===== src/sv/dual_hbridge_drive_guard_core_macros.svh =====
// ---------------------------------------------------------------------------
// Assertion macros for the dual H-bridge drive guard
// Shared shorthand for the concurrent checks of the block.
// ---------------------------------------------------------------------------
`ifndef DUAL_HBRIDGE_DRIVE_GUARD_CORE_MACROS_SVH
`define DUAL_HBRIDGE_DRIVE_GUARD_CORE_MACROS_SVH

// Same-cycle implication, disabled while reset is asserted.
`define DHDG_ASSERT_IMPL(lbl, clk, rstn, ante, cons, msg) \
	lbl: assert property (@(posedge clk) disable iff (!rstn) (ante) |-> (cons)) \
		else $error(msg);

// Next-cycle implication, disabled while reset is asserted.
`define DHDG_ASSERT_NEXT(lbl, clk, rstn, ante, cons, msg) \
	lbl: assert property (@(posedge clk) disable iff (!rstn) (ante) |=> (cons)) \
		else $error(msg);

`endif


===== src/sv/dhdg_pkg.sv =====
// ---------------------------------------------------------------------------
// Dual H-bridge drive guard package
// Widths, register reset values, codes and shared types of the block.
// ---------------------------------------------------------------------------
package dhdg_pkg;

	// Field widths.
	localparam int unsigned DemandW = 16;
	localparam int unsigned MvW     = 16;
	localparam int unsigned AngleW  = 32;
	localparam int unsigned LimitW  = 31;
	localparam int unsigned DutyW   = 8;
	localparam int unsigned DirW    = 2;
	localparam int unsigned ProdW   = 31;
	localparam int unsigned QuotW   = 15;
	localparam int unsigned CfgIdxW = 3;
	localparam int unsigned CfgDatW = 31;
	localparam int unsigned InDataW  = 88;
	localparam int unsigned OutDataW = 24;

	// Register reset values.
	localparam logic [MvW-1:0]    ResetReferenceMv   = 16'd16000;
	localparam logic [MvW-1:0]    ResetUndervoltMv   = 16'd12000;
	localparam logic [LimitW-1:0] ResetTiltLimit     = 31'd450000;
	localparam logic [MvW-1:0]    ResetRestBand      = 16'd20;
	localparam logic [DutyW-1:0]  ResetDutyLimit     = 8'd255;
	localparam logic [MvW-1:0]    ResetStartHold     = 16'd0;

	// Configuration register indexes.
	typedef enum logic [CfgIdxW-1:0] {
		REG_REFERENCE_MV    = 3'd0,
		REG_UNDERVOLTAGE_MV = 3'd1,
		REG_TILT_LIMIT      = 3'd2,
		REG_REST_BAND       = 3'd3,
		REG_DUTY_LIMIT      = 3'd4,
		REG_START_HOLD      = 3'd5
	} cfg_reg_t;

	// Bridge direction codes.
	typedef enum logic [DirW-1:0] {
		DIR_OFF = 2'd0,
		DIR_POS = 2'd1,
		DIR_NEG = 2'd2
	} dir_t;

	// Request to the shared divider.
	typedef struct packed {
		logic             start;
		logic [ProdW-1:0] dividend;
		logic [MvW-1:0]   divisor;
	} div_req_t;

	// Answer of the shared divider.
	typedef struct packed {
		logic             done;
		logic [QuotW-1:0] quot;
	} div_rsp_t;

endpackage


===== src/sv/dual_hbridge_drive_guard_core.sv =====
// ---------------------------------------------------------------------------
// Dual H-bridge drive guard
// Battery-compensated drive for two motors with undervoltage latch and tilt
// cut-off.
// ---------------------------------------------------------------------------
// Each input word carries two signed demands, the battery voltage, a tilt
// angle and an override flag, and yields exactly one output word. Both
// demands are scaled by reference_mv / battery_mv with one multiplier and one
// shared restoring divider that produces one quotient bit per cycle. For
// each word the sequencer runs, per motor, a multiply step, a range check
// and a divide step, then a finish step that updates the latch, countdown
// and tilt state once the output register is free. A motor whose result
// saturates or whose battery reading is zero skips the divider. The input
// stays not ready while a word is in progress; a finished word waits in
// the output register until taken.
`include "dual_hbridge_drive_guard_core_macros.svh"

module dual_hbridge_drive_guard_core (
	input  logic                                clk,
	input  logic                                arst_n,
	// Input word: demand_left[15:0], demand_right[31:16], battery_mv[47:32],
	// tilt_angle[79:48], force_enable[80], zero fill above.
	input  logic                                s_axis_tvalid,
	output logic                                s_axis_tready,
	input  logic [dhdg_pkg::InDataW-1:0]        s_axis_tdata,
	// Output word: left_dir[1:0], left_duty[9:2], right_dir[11:10],
	// right_duty[19:12], latched_off[20], tilt_cut[21], zero fill above.
	output logic                                m_axis_tvalid,
	input  logic                                m_axis_tready,
	output logic [dhdg_pkg::OutDataW-1:0]       m_axis_tdata,
	// Configuration writes.
	input  logic                                cfg_valid,
	output logic                                cfg_ready,
	input  logic [dhdg_pkg::CfgIdxW-1:0]        cfg_index,
	input  logic [dhdg_pkg::CfgDatW-1:0]        cfg_data
);
	import dhdg_pkg::*;

	typedef enum logic [2:0] {
		ST_IDLE,
		ST_MUL,
		ST_CHECK,
		ST_DIV,
		ST_FINISH
	} state_t;

	state_t state_q;

	// Configuration registers.
	logic [MvW-1:0]    ref_mv_q;
	logic [MvW-1:0]    uv_mv_q;
	logic [LimitW-1:0] tilt_lim_q;
	logic [MvW-1:0]    band_q;
	logic [DutyW-1:0]  duty_lim_q;

	// Persistent state.
	logic              latch_q;
	logic              tilt_q;
	logic [MvW-1:0]    hold_q;

	// Captured input word.
	logic signed [DemandW-1:0] dem_l_q;
	logic signed [DemandW-1:0] dem_r_q;
	logic [MvW-1:0]            batt_q;
	logic signed [AngleW-1:0]  angle_q;
	logic                      force_q;

	// Working registers.
	logic                      sel_q;
	logic                      neg_q;
	logic [ProdW-1:0]          prod_q;
	logic signed [DemandW-1:0] pl_q;
	logic signed [DemandW-1:0] pr_q;
	logic                      div_start_q;
	logic                      m_valid_q;
	logic [OutDataW-1:0]       out_q;

	div_req_t div_req;
	div_rsp_t div_rsp;

	// Multiply operands.
	logic signed [DemandW-1:0] dem_sel;
	logic [DemandW-1:0]        dem_mag;
	logic [2*MvW-1:0]          prod_full;

	// Scaled demand of the current motor for each path.
	logic signed [DemandW-1:0] p_sat;
	logic signed [DemandW-1:0] p_div;
	logic                      sat_hit;

	// Tick update.
	logic                      latch_n;
	logic [MvW-1:0]            hold_n;
	logic                      tilt_n;
	logic [AngleW:0]           ang_ext;
	logic [AngleW:0]           ang_abs;
	logic signed [DemandW+1:0] sum_s;
	logic signed [DemandW+1:0] band_s;
	logic signed [DemandW-1:0] pl_eff;
	logic signed [DemandW-1:0] pr_eff;
	logic [DirW+DutyW-1:0]     drv_l;
	logic [DirW+DutyW-1:0]     drv_r;
	logic                      out_free;

	// Direction and clipped duty of one bridge.
	function automatic logic [DirW+DutyW-1:0] drive_motor(
		input logic signed [DemandW-1:0] p,
		input logic                      off,
		input logic [DutyW-1:0]          lim
	);
		logic [DemandW-1:0] mag;
		dir_t               dir;
		logic [DutyW-1:0]   duty;
		mag  = p[DemandW-1] ? DemandW'(-p) : DemandW'(p);
		dir  = p[DemandW-1] ? DIR_NEG : DIR_POS;
		duty = (mag > {{(DemandW-DutyW){1'b0}}, lim}) ? lim : mag[DutyW-1:0];
		if (off || p == '0) begin
			dir  = DIR_OFF;
			duty = '0;
		end
		return {duty, dir};
	endfunction

	// Magnitude of the selected demand times the reference.
	always_comb begin
		dem_sel   = sel_q ? dem_r_q : dem_l_q;
		dem_mag   = dem_sel[DemandW-1] ? DemandW'(-dem_sel) : DemandW'(dem_sel);
		prod_full = dem_mag * ref_mv_q;
	end

	// Saturation check and signed quotient.
	always_comb begin
		sat_hit = (prod_q[ProdW-1:QuotW] >= batt_q);
		p_sat   = neg_q ? 16'sh8000 : 16'sh7FFF;
		p_div   = neg_q ? DemandW'(-{1'b0, div_rsp.quot}) : DemandW'({1'b0, div_rsp.quot});
	end

	// Latch, countdown and tilt update, then the drive outputs.
	always_comb begin
		latch_n = latch_q | (batt_q < uv_mv_q);
		hold_n  = (hold_q != '0) ? hold_q - MvW'(1) : hold_q;
		ang_ext = {angle_q[AngleW-1], angle_q};
		ang_abs = ang_ext[AngleW] ? (AngleW+1)'(-ang_ext) : ang_ext;
		sum_s   = (DemandW+2)'(pl_q) + (DemandW+2)'(pr_q);
		band_s  = signed'({2'b00, band_q});
		if (ang_abs > {2'b00, tilt_lim_q}) begin
			tilt_n = 1'b1;
		end else if (tilt_q && (sum_s < band_s) && (sum_s > -band_s) && (hold_n == '0)) begin
			tilt_n = 1'b0;
		end else begin
			tilt_n = tilt_q;
		end
		if (force_q) begin
			tilt_n = 1'b0;
		end
		pl_eff   = tilt_n ? '0 : pl_q;
		pr_eff   = tilt_n ? '0 : pr_q;
		drv_l    = drive_motor(pl_eff, latch_n, duty_lim_q);
		drv_r    = drive_motor(pr_eff, latch_n, duty_lim_q);
		out_free = !m_valid_q || m_axis_tready;
	end

	// Divider request.
	always_comb begin
		div_req.start    = div_start_q;
		div_req.dividend = prod_q;
		div_req.divisor  = batt_q;
	end

	dhdg_div u_div (
		.clk    (clk),
		.arst_n (arst_n),
		.req    (div_req),
		.rsp    (div_rsp)
	);

	// Sequencer, state and registered outputs.
	always_ff @(posedge clk or negedge arst_n) begin
		if (!arst_n) begin
			state_q     <= ST_IDLE;
			sel_q       <= 1'b0;
			div_start_q <= 1'b0;
			m_valid_q   <= 1'b0;
			latch_q     <= 1'b0;
			tilt_q      <= 1'b0;
			hold_q      <= ResetStartHold;
			ref_mv_q    <= ResetReferenceMv;
			uv_mv_q     <= ResetUndervoltMv;
			tilt_lim_q  <= ResetTiltLimit;
			band_q      <= ResetRestBand;
			duty_lim_q  <= ResetDutyLimit;
		end else begin
			div_start_q <= 1'b0;
			if (m_valid_q && m_axis_tready) begin
				m_valid_q <= 1'b0;
			end

			// Configuration writes arrive only while idle.
			if (cfg_valid && cfg_ready) begin
				unique case (cfg_index)
					REG_REFERENCE_MV:    ref_mv_q   <= cfg_data[MvW-1:0];
					REG_UNDERVOLTAGE_MV: uv_mv_q    <= cfg_data[MvW-1:0];
					REG_TILT_LIMIT:      tilt_lim_q <= cfg_data[LimitW-1:0];
					REG_REST_BAND:       band_q     <= cfg_data[MvW-1:0];
					REG_DUTY_LIMIT:      duty_lim_q <= cfg_data[DutyW-1:0];
					REG_START_HOLD:      hold_q     <= cfg_data[MvW-1:0];
					default: ;
				endcase
			end

			unique case (state_q)
				ST_IDLE: begin
					sel_q <= 1'b0;
					if (s_axis_tvalid) begin
						state_q <= ST_MUL;
					end
				end
				ST_MUL: begin
					state_q <= ST_CHECK;
				end
				ST_CHECK: begin
					if (batt_q == '0 || sat_hit) begin
						sel_q   <= 1'b1;
						state_q <= sel_q ? ST_FINISH : ST_MUL;
					end else begin
						div_start_q <= 1'b1;
						state_q     <= ST_DIV;
					end
				end
				ST_DIV: begin
					if (div_rsp.done) begin
						sel_q   <= 1'b1;
						state_q <= sel_q ? ST_FINISH : ST_MUL;
					end
				end
				ST_FINISH: begin
					if (out_free) begin
						latch_q   <= latch_n;
						hold_q    <= hold_n;
						tilt_q    <= tilt_n;
						m_valid_q <= 1'b1;
						state_q   <= ST_IDLE;
					end
				end
				default: state_q <= ST_IDLE;
			endcase
		end
	end

	// Payload registers.
	always_ff @(posedge clk) begin
		if (state_q == ST_IDLE && s_axis_tvalid) begin
			dem_l_q <= s_axis_tdata[15:0];
			dem_r_q <= s_axis_tdata[31:16];
			batt_q  <= s_axis_tdata[47:32];
			angle_q <= s_axis_tdata[79:48];
			force_q <= s_axis_tdata[80];
		end
		if (state_q == ST_MUL) begin
			prod_q <= prod_full[ProdW-1:0];
			neg_q  <= dem_sel[DemandW-1];
		end
		if (state_q == ST_CHECK && (batt_q == '0 || sat_hit)) begin
			if (sel_q) begin
				pr_q <= (batt_q == '0) ? '0 : p_sat;
			end else begin
				pl_q <= (batt_q == '0) ? '0 : p_sat;
			end
		end
		if (state_q == ST_DIV && div_rsp.done) begin
			if (sel_q) begin
				pr_q <= p_div;
			end else begin
				pl_q <= p_div;
			end
		end
		if (state_q == ST_FINISH && out_free) begin
			out_q <= {2'b00, tilt_n, latch_n, drv_r, drv_l};
		end
	end

	assign s_axis_tready = (state_q == ST_IDLE);
	assign cfg_ready     = (state_q == ST_IDLE);
	assign m_axis_tvalid = m_valid_q;
	assign m_axis_tdata  = out_q;

	// The undervoltage latch never clears outside reset.
	`DHDG_ASSERT_NEXT(a_latch_sticky, clk, arst_n, latch_q, latch_q, "undervoltage latch cleared")
	// A latched or tilt-cut word drives both bridges off.
	`DHDG_ASSERT_IMPL(a_off_when_cut, clk, arst_n, m_valid_q && (out_q[20] || out_q[21]), out_q[19:0] == '0, "bridge driven while cut off")
	// The divider only finishes while the sequencer waits for it.
	`DHDG_ASSERT_IMPL(a_div_done_state, clk, arst_n, div_rsp.done, state_q == ST_DIV, "divider result outside wait state")

endmodule


===== src/sv/dhdg_div.sv =====
// ---------------------------------------------------------------------------
// Shared restoring divider
// Produces a 15-bit quotient, one bit per cycle. The caller guarantees that
// the upper 16 dividend bits are below the divisor, so the quotient fits.
// ---------------------------------------------------------------------------
module dhdg_div (
	input  logic               clk,
	input  logic               arst_n,
	input  dhdg_pkg::div_req_t req,
	output dhdg_pkg::div_rsp_t rsp
);
	import dhdg_pkg::*;

	logic [MvW-1:0]   rem_q;
	logic [QuotW-1:0] dvd_q;
	logic [QuotW-1:0] quot_q;
	logic [MvW-1:0]   dsr_q;
	logic [3:0]       cnt_q;
	logic             busy_q;
	logic             done_q;
	logic [MvW:0]     trial;
	logic             fits;

	// One restoring step: shift in the next dividend bit and try a subtract.
	always_comb begin
		trial = {rem_q, dvd_q[QuotW-1]};
		fits  = (trial >= {1'b0, dsr_q});
	end

	// Control state.
	always_ff @(posedge clk or negedge arst_n) begin
		if (!arst_n) begin
			busy_q <= 1'b0;
			done_q <= 1'b0;
			cnt_q  <= '0;
		end else begin
			done_q <= 1'b0;
			if (req.start) begin
				busy_q <= 1'b1;
				cnt_q  <= 4'(QuotW);
			end else if (busy_q) begin
				cnt_q <= cnt_q - 4'd1;
				if (cnt_q == 4'd1) begin
					busy_q <= 1'b0;
					done_q <= 1'b1;
				end
			end
		end
	end

	// Datapath.
	always_ff @(posedge clk) begin
		if (req.start) begin
			rem_q <= req.dividend[ProdW-1:QuotW];
			dvd_q <= req.dividend[QuotW-1:0];
			dsr_q <= req.divisor;
		end else if (busy_q) begin
			rem_q  <= fits ? MvW'(trial - {1'b0, dsr_q}) : trial[MvW-1:0];
			dvd_q  <= {dvd_q[QuotW-2:0], 1'b0};
			quot_q <= {quot_q[QuotW-2:0], fits};
		end
	end

	assign rsp.done = done_q;
	assign rsp.quot = quot_q;

endmodule


===== config.mk =====
export PLATFORM = sky130hd
export DESIGN_NAME = dual_hbridge_drive_guard_core
export DESIGN_NICKNAME = d
export VERILOG_FILES = /design/src/sv/dhdg_pkg.sv /design/src/sv/dual_hbridge_drive_guard_core.sv /design/src/sv/dhdg_div.sv
export VERILOG_INCLUDE_DIRS = /design/src /design/src/sv
export SDC_FILE = /design/constraint.sdc
export NUM_CORES = 1
export LEC_CHECK = 0
export CORE_ASPECT_RATIO = 0.75
export CORE_MARGIN = 1.5
export CORE_UTILIZATION = 61
export DETAILED_ROUTE_END_ITERATION = 7
export DONT_BUFFER_PORTS = 1
export PLACE_DENSITY = 0.77
export SLEW_MARGIN = 25
export SYNTH_ARGS = -nofsm -noshare
export SYNTH_HDL_FRONTEND = slang
export SYNTH_HIERARCHICAL = 1
export SYNTH_SLANG_ARGS = --single-unit

===== constraint.sdc =====
create_clock -name clk -period 11.39 [get_ports clk]
set_input_delay 0 -clock clk [delete_from_list [all_inputs] [get_ports clk]]
set_output_delay 0 -clock clk [all_outputs]
set_load 0.005 [all_outputs]

==> results.yml <==
grt:
  globalRouteMet1Util_pct: 44.55
  met2_usage_pct: 50.74
  grtUsageMet3_pct: 7.437
  antenna_found_initial: 4
  grt_pass1_wl_mm: 121.4
  top_usage_layer: "met2"
  grt_overflow_total: 0
  grt_pass1_vias: 22510
  grt_max_degree: 118
  grt.total_usage_pct: 32.47
cts:
  numCtsBuffers: 36
  cts_root_buffer: "clkbuf_16"
  cts_setup_buffers: 0
  cts_sinks: 346
  clk-insertion-delay-late_ns: 0.56
  cts_resized: 0
  htree_levels: 2
  clkSlewWorstSetupHoldPaths_ns: 0.07
  cts_tree: "done"
  cts_buffer_depth: 3
worst_setup_path:
  endpoint_kind: "flop"
  cp_slowest_cell: "xnor2_1"
  cp.arrival_ns: 10.08
  critPathRequiredTime_ns: 11.67
  critPathBufInv: 4
  cpMostUsedCell: "fa_1"
  critPathKind: "reg -> reg"
  crit_fanout: 10
  cp-start-kind: "flop"
  max_stage_delay_ns: 0.91
  crit_family: "adder cells"
routing:
  drt_iter0_markers: 2040
  avgRoutedWirePerCell_microns: 21.35
  drc_errors: 0
  avgViaCountPerCell: 6.212
  num_vias: 22210
  dr.pass1.iters: 7
  ant_nets: 0
  drt_wl_total_mm: 76.35
floorplanning:
  ios: 154
  num_rows: 67
  die-area_sq_um: 47380
  fp.dieW_microns: 250.8
  initial_utilization_pct: 62.31
  die_y_microns: 188.9
  core-area_sq_um: 45100
cells_and_area:
  multi_input_area_sq_um: 16780
  drive_above_1_share_pct: 8.004
  nets: 3527
  final-seq-area_sq_um: 9548
  fillers: 3239
  area_growth_pct: 11.98
timing:
  timing.final.crit_share_pct: 86.00
  tightest_slew_ns: 1.043
  tns_ns: 0
  relSlewSlack_pct: 29.99
  timing.hold.ws_ns: 0.009467
  report.final.hold_viol_count: 0
  timing.fmax_ghz: 0.1021
  post-route-min-period_ns: 9.795
  layout_setup_ws_ns: 1.595
  setup_viol: 0
  finalClockSkew_ns: 0.02857
  drv_slew: 0
  rsz0062_at_grt: "no"
place:
  io_buffers: 0
  place_hpwl_mm: 52.45
  pre_cts_ws_ns: 1.977
  routabilityCongestion: 0.9523
run_status:
  run_status: "finished clean"
synthesis:
  synth_warnings: 6
  seq_area_frac_synth_pct: 33.97
  synth_edf_count: 199
  postSynthAreaPerCell_sq_um: 9.874
  synth-seq-cells: 346
  synth_area_sq_um: 28100
  yosysUniqueCellTypes: 95
  netlist_instances: 2846
  synthArstFlopShare_pct: 33.82
  synthFlopType: "edfxtp_1"
hold_path:
  hold_path.class: "in -> reg"
job:
  maxCapViolations: 0
area by class of cell:
cell class / count / area share [%]
sequential: 346 / 30.34
timing repair buffer: 170 / 5.320
multi-input combinational: 2017 / 53.33
antenna: 4 / 0.03181
inverter: 387 / 4.616
clock buffer: 44 / 3.221
tap: 586 / 2.330
clock inverter: 22 / 0.8072
worst paths after layout:
kind,cells after the start,from,endpoint,slack [ns]
min,3,cfg_index[1],duty_lim_q[7],0.009
min in group asynchronous,2,arst_n,state_q[2],0.02
min reg2reg,1,latch_q,latch_q,0.50
max reg2reg,25,sel_q,prod_q[28],1.59
max,25,sel_q,prod_q[28],1.59
max in group asynchronous,2,arst_n,hold_q[3],10.76
per-layer routing:
| layer | vias to the layer above | share of wire [%] |
|---|---|---|
| met3 | 216 | 11 |
| met2 | 1200 | 45 |
| li1 | 9975 | - |
| met4 | 2 | 3.5 |
| met5 | - | 0.016 |
| met1 | 10820 | 41 |
Yosys cell counts (all sizes together) (34+ instances only):
master / number / area [sq um]
a21o: 41 / 307.8
a21oi: 115 / 575.6
and2: 116 / 728.2
clkbuf: 81 / 304.0
dfrtp: 83 / 2077
dfstp: 34 / 893.4
edfxtp: 199 / 5976
fa: 195 / 3904
ha: 247 / 3090
inv: 383 / 1438
mux2: 60 / 675.7
nand2: 294 / 1106
nand3: 38 / 190.2
nor2: 138 / 533.0
nor3: 43 / 220.2
o21ai: 162 / 825.8
xnor2: 91 / 797.0
xor2: 44 / 385.4
cells by family after synthesis:
group | share of synthesized area [%]
adder cells (fa/ha/maj) | 24.96
buffers and inverters | 6.621
other | 0.01334
AO/OA/AOI/OAI | 12.87
AND/OR/NAND/NOR | 14.30
XOR/XNOR | 4.288
flip-flops | 33.97
multiplexers | 2.974
flip-flops by register name (all words and copies together) (netlist names), 22 cells and up, named ones only:
| signal | count |
|---|---|
| angle_q | 32 |
| prod_q | 31 |
| tilt_lim_q | 31 |
| m_axis_tdata | 22 |
timing repair:
action / 4_1_cts / 5_1_grt
hold buffers: 144 / 0
endpoints found under the setup margin: 0 / 0
hold endpoints to repair: 320 / 0
per-stage QoR:
stage               util (%)  instances  cell area [sq um]
floorplan                  -       2847              28100
global placement       63.61       3361              28690
detailed placement     63.62       3361              28690
CTS                    69.66       3571              31420
global route           69.77       3576              31470
finish                 69.77       3576              31470
cells in the final DEF, fill, tap and decap left out, types with 42 or more instances in the layout:
cell type	count
nand2_1	293
xor2_1	42
and2_1	113
ha_1	247
dlygate4sd3_1	143
mux2_2	60
dfrtp_1	82
xnor2_1	88
a21oi_1	115
inv_1	382
nor2_1	135
edfxtp_1	199
o21ai_0	152
fa_1	195
worst reg2reg max path: stages, from the launching register on:
cell	delay (ns)
dfrtp_1	0.42
mux2i_1	0.83
clkinv_1	0.63
o21ai_0	0.37
o21a_1	0.25
o21a_1	0.21
o21ai_0	0.19
xnor2_1	0.91
nand2_1	0.19
fa_1	0.58
inv_1	0.06
fa_1	0.53
inv_1	0.05
fa_1	0.47
fa_1	0.50
inv_1	0.06
fa_1	0.45
fa_1	0.48
ha_1	0.40
a21o_1	0.20
a21o_1	0.18
a21oi_1	0.26
nor3b_1	0.60
a31oi_1	0.23
o41ai_1	0.37
xnor2_1	0.10
Power is not shown: default switching activity piles up to over one toggle a cycle in this logic, so the estimate is an artifact.
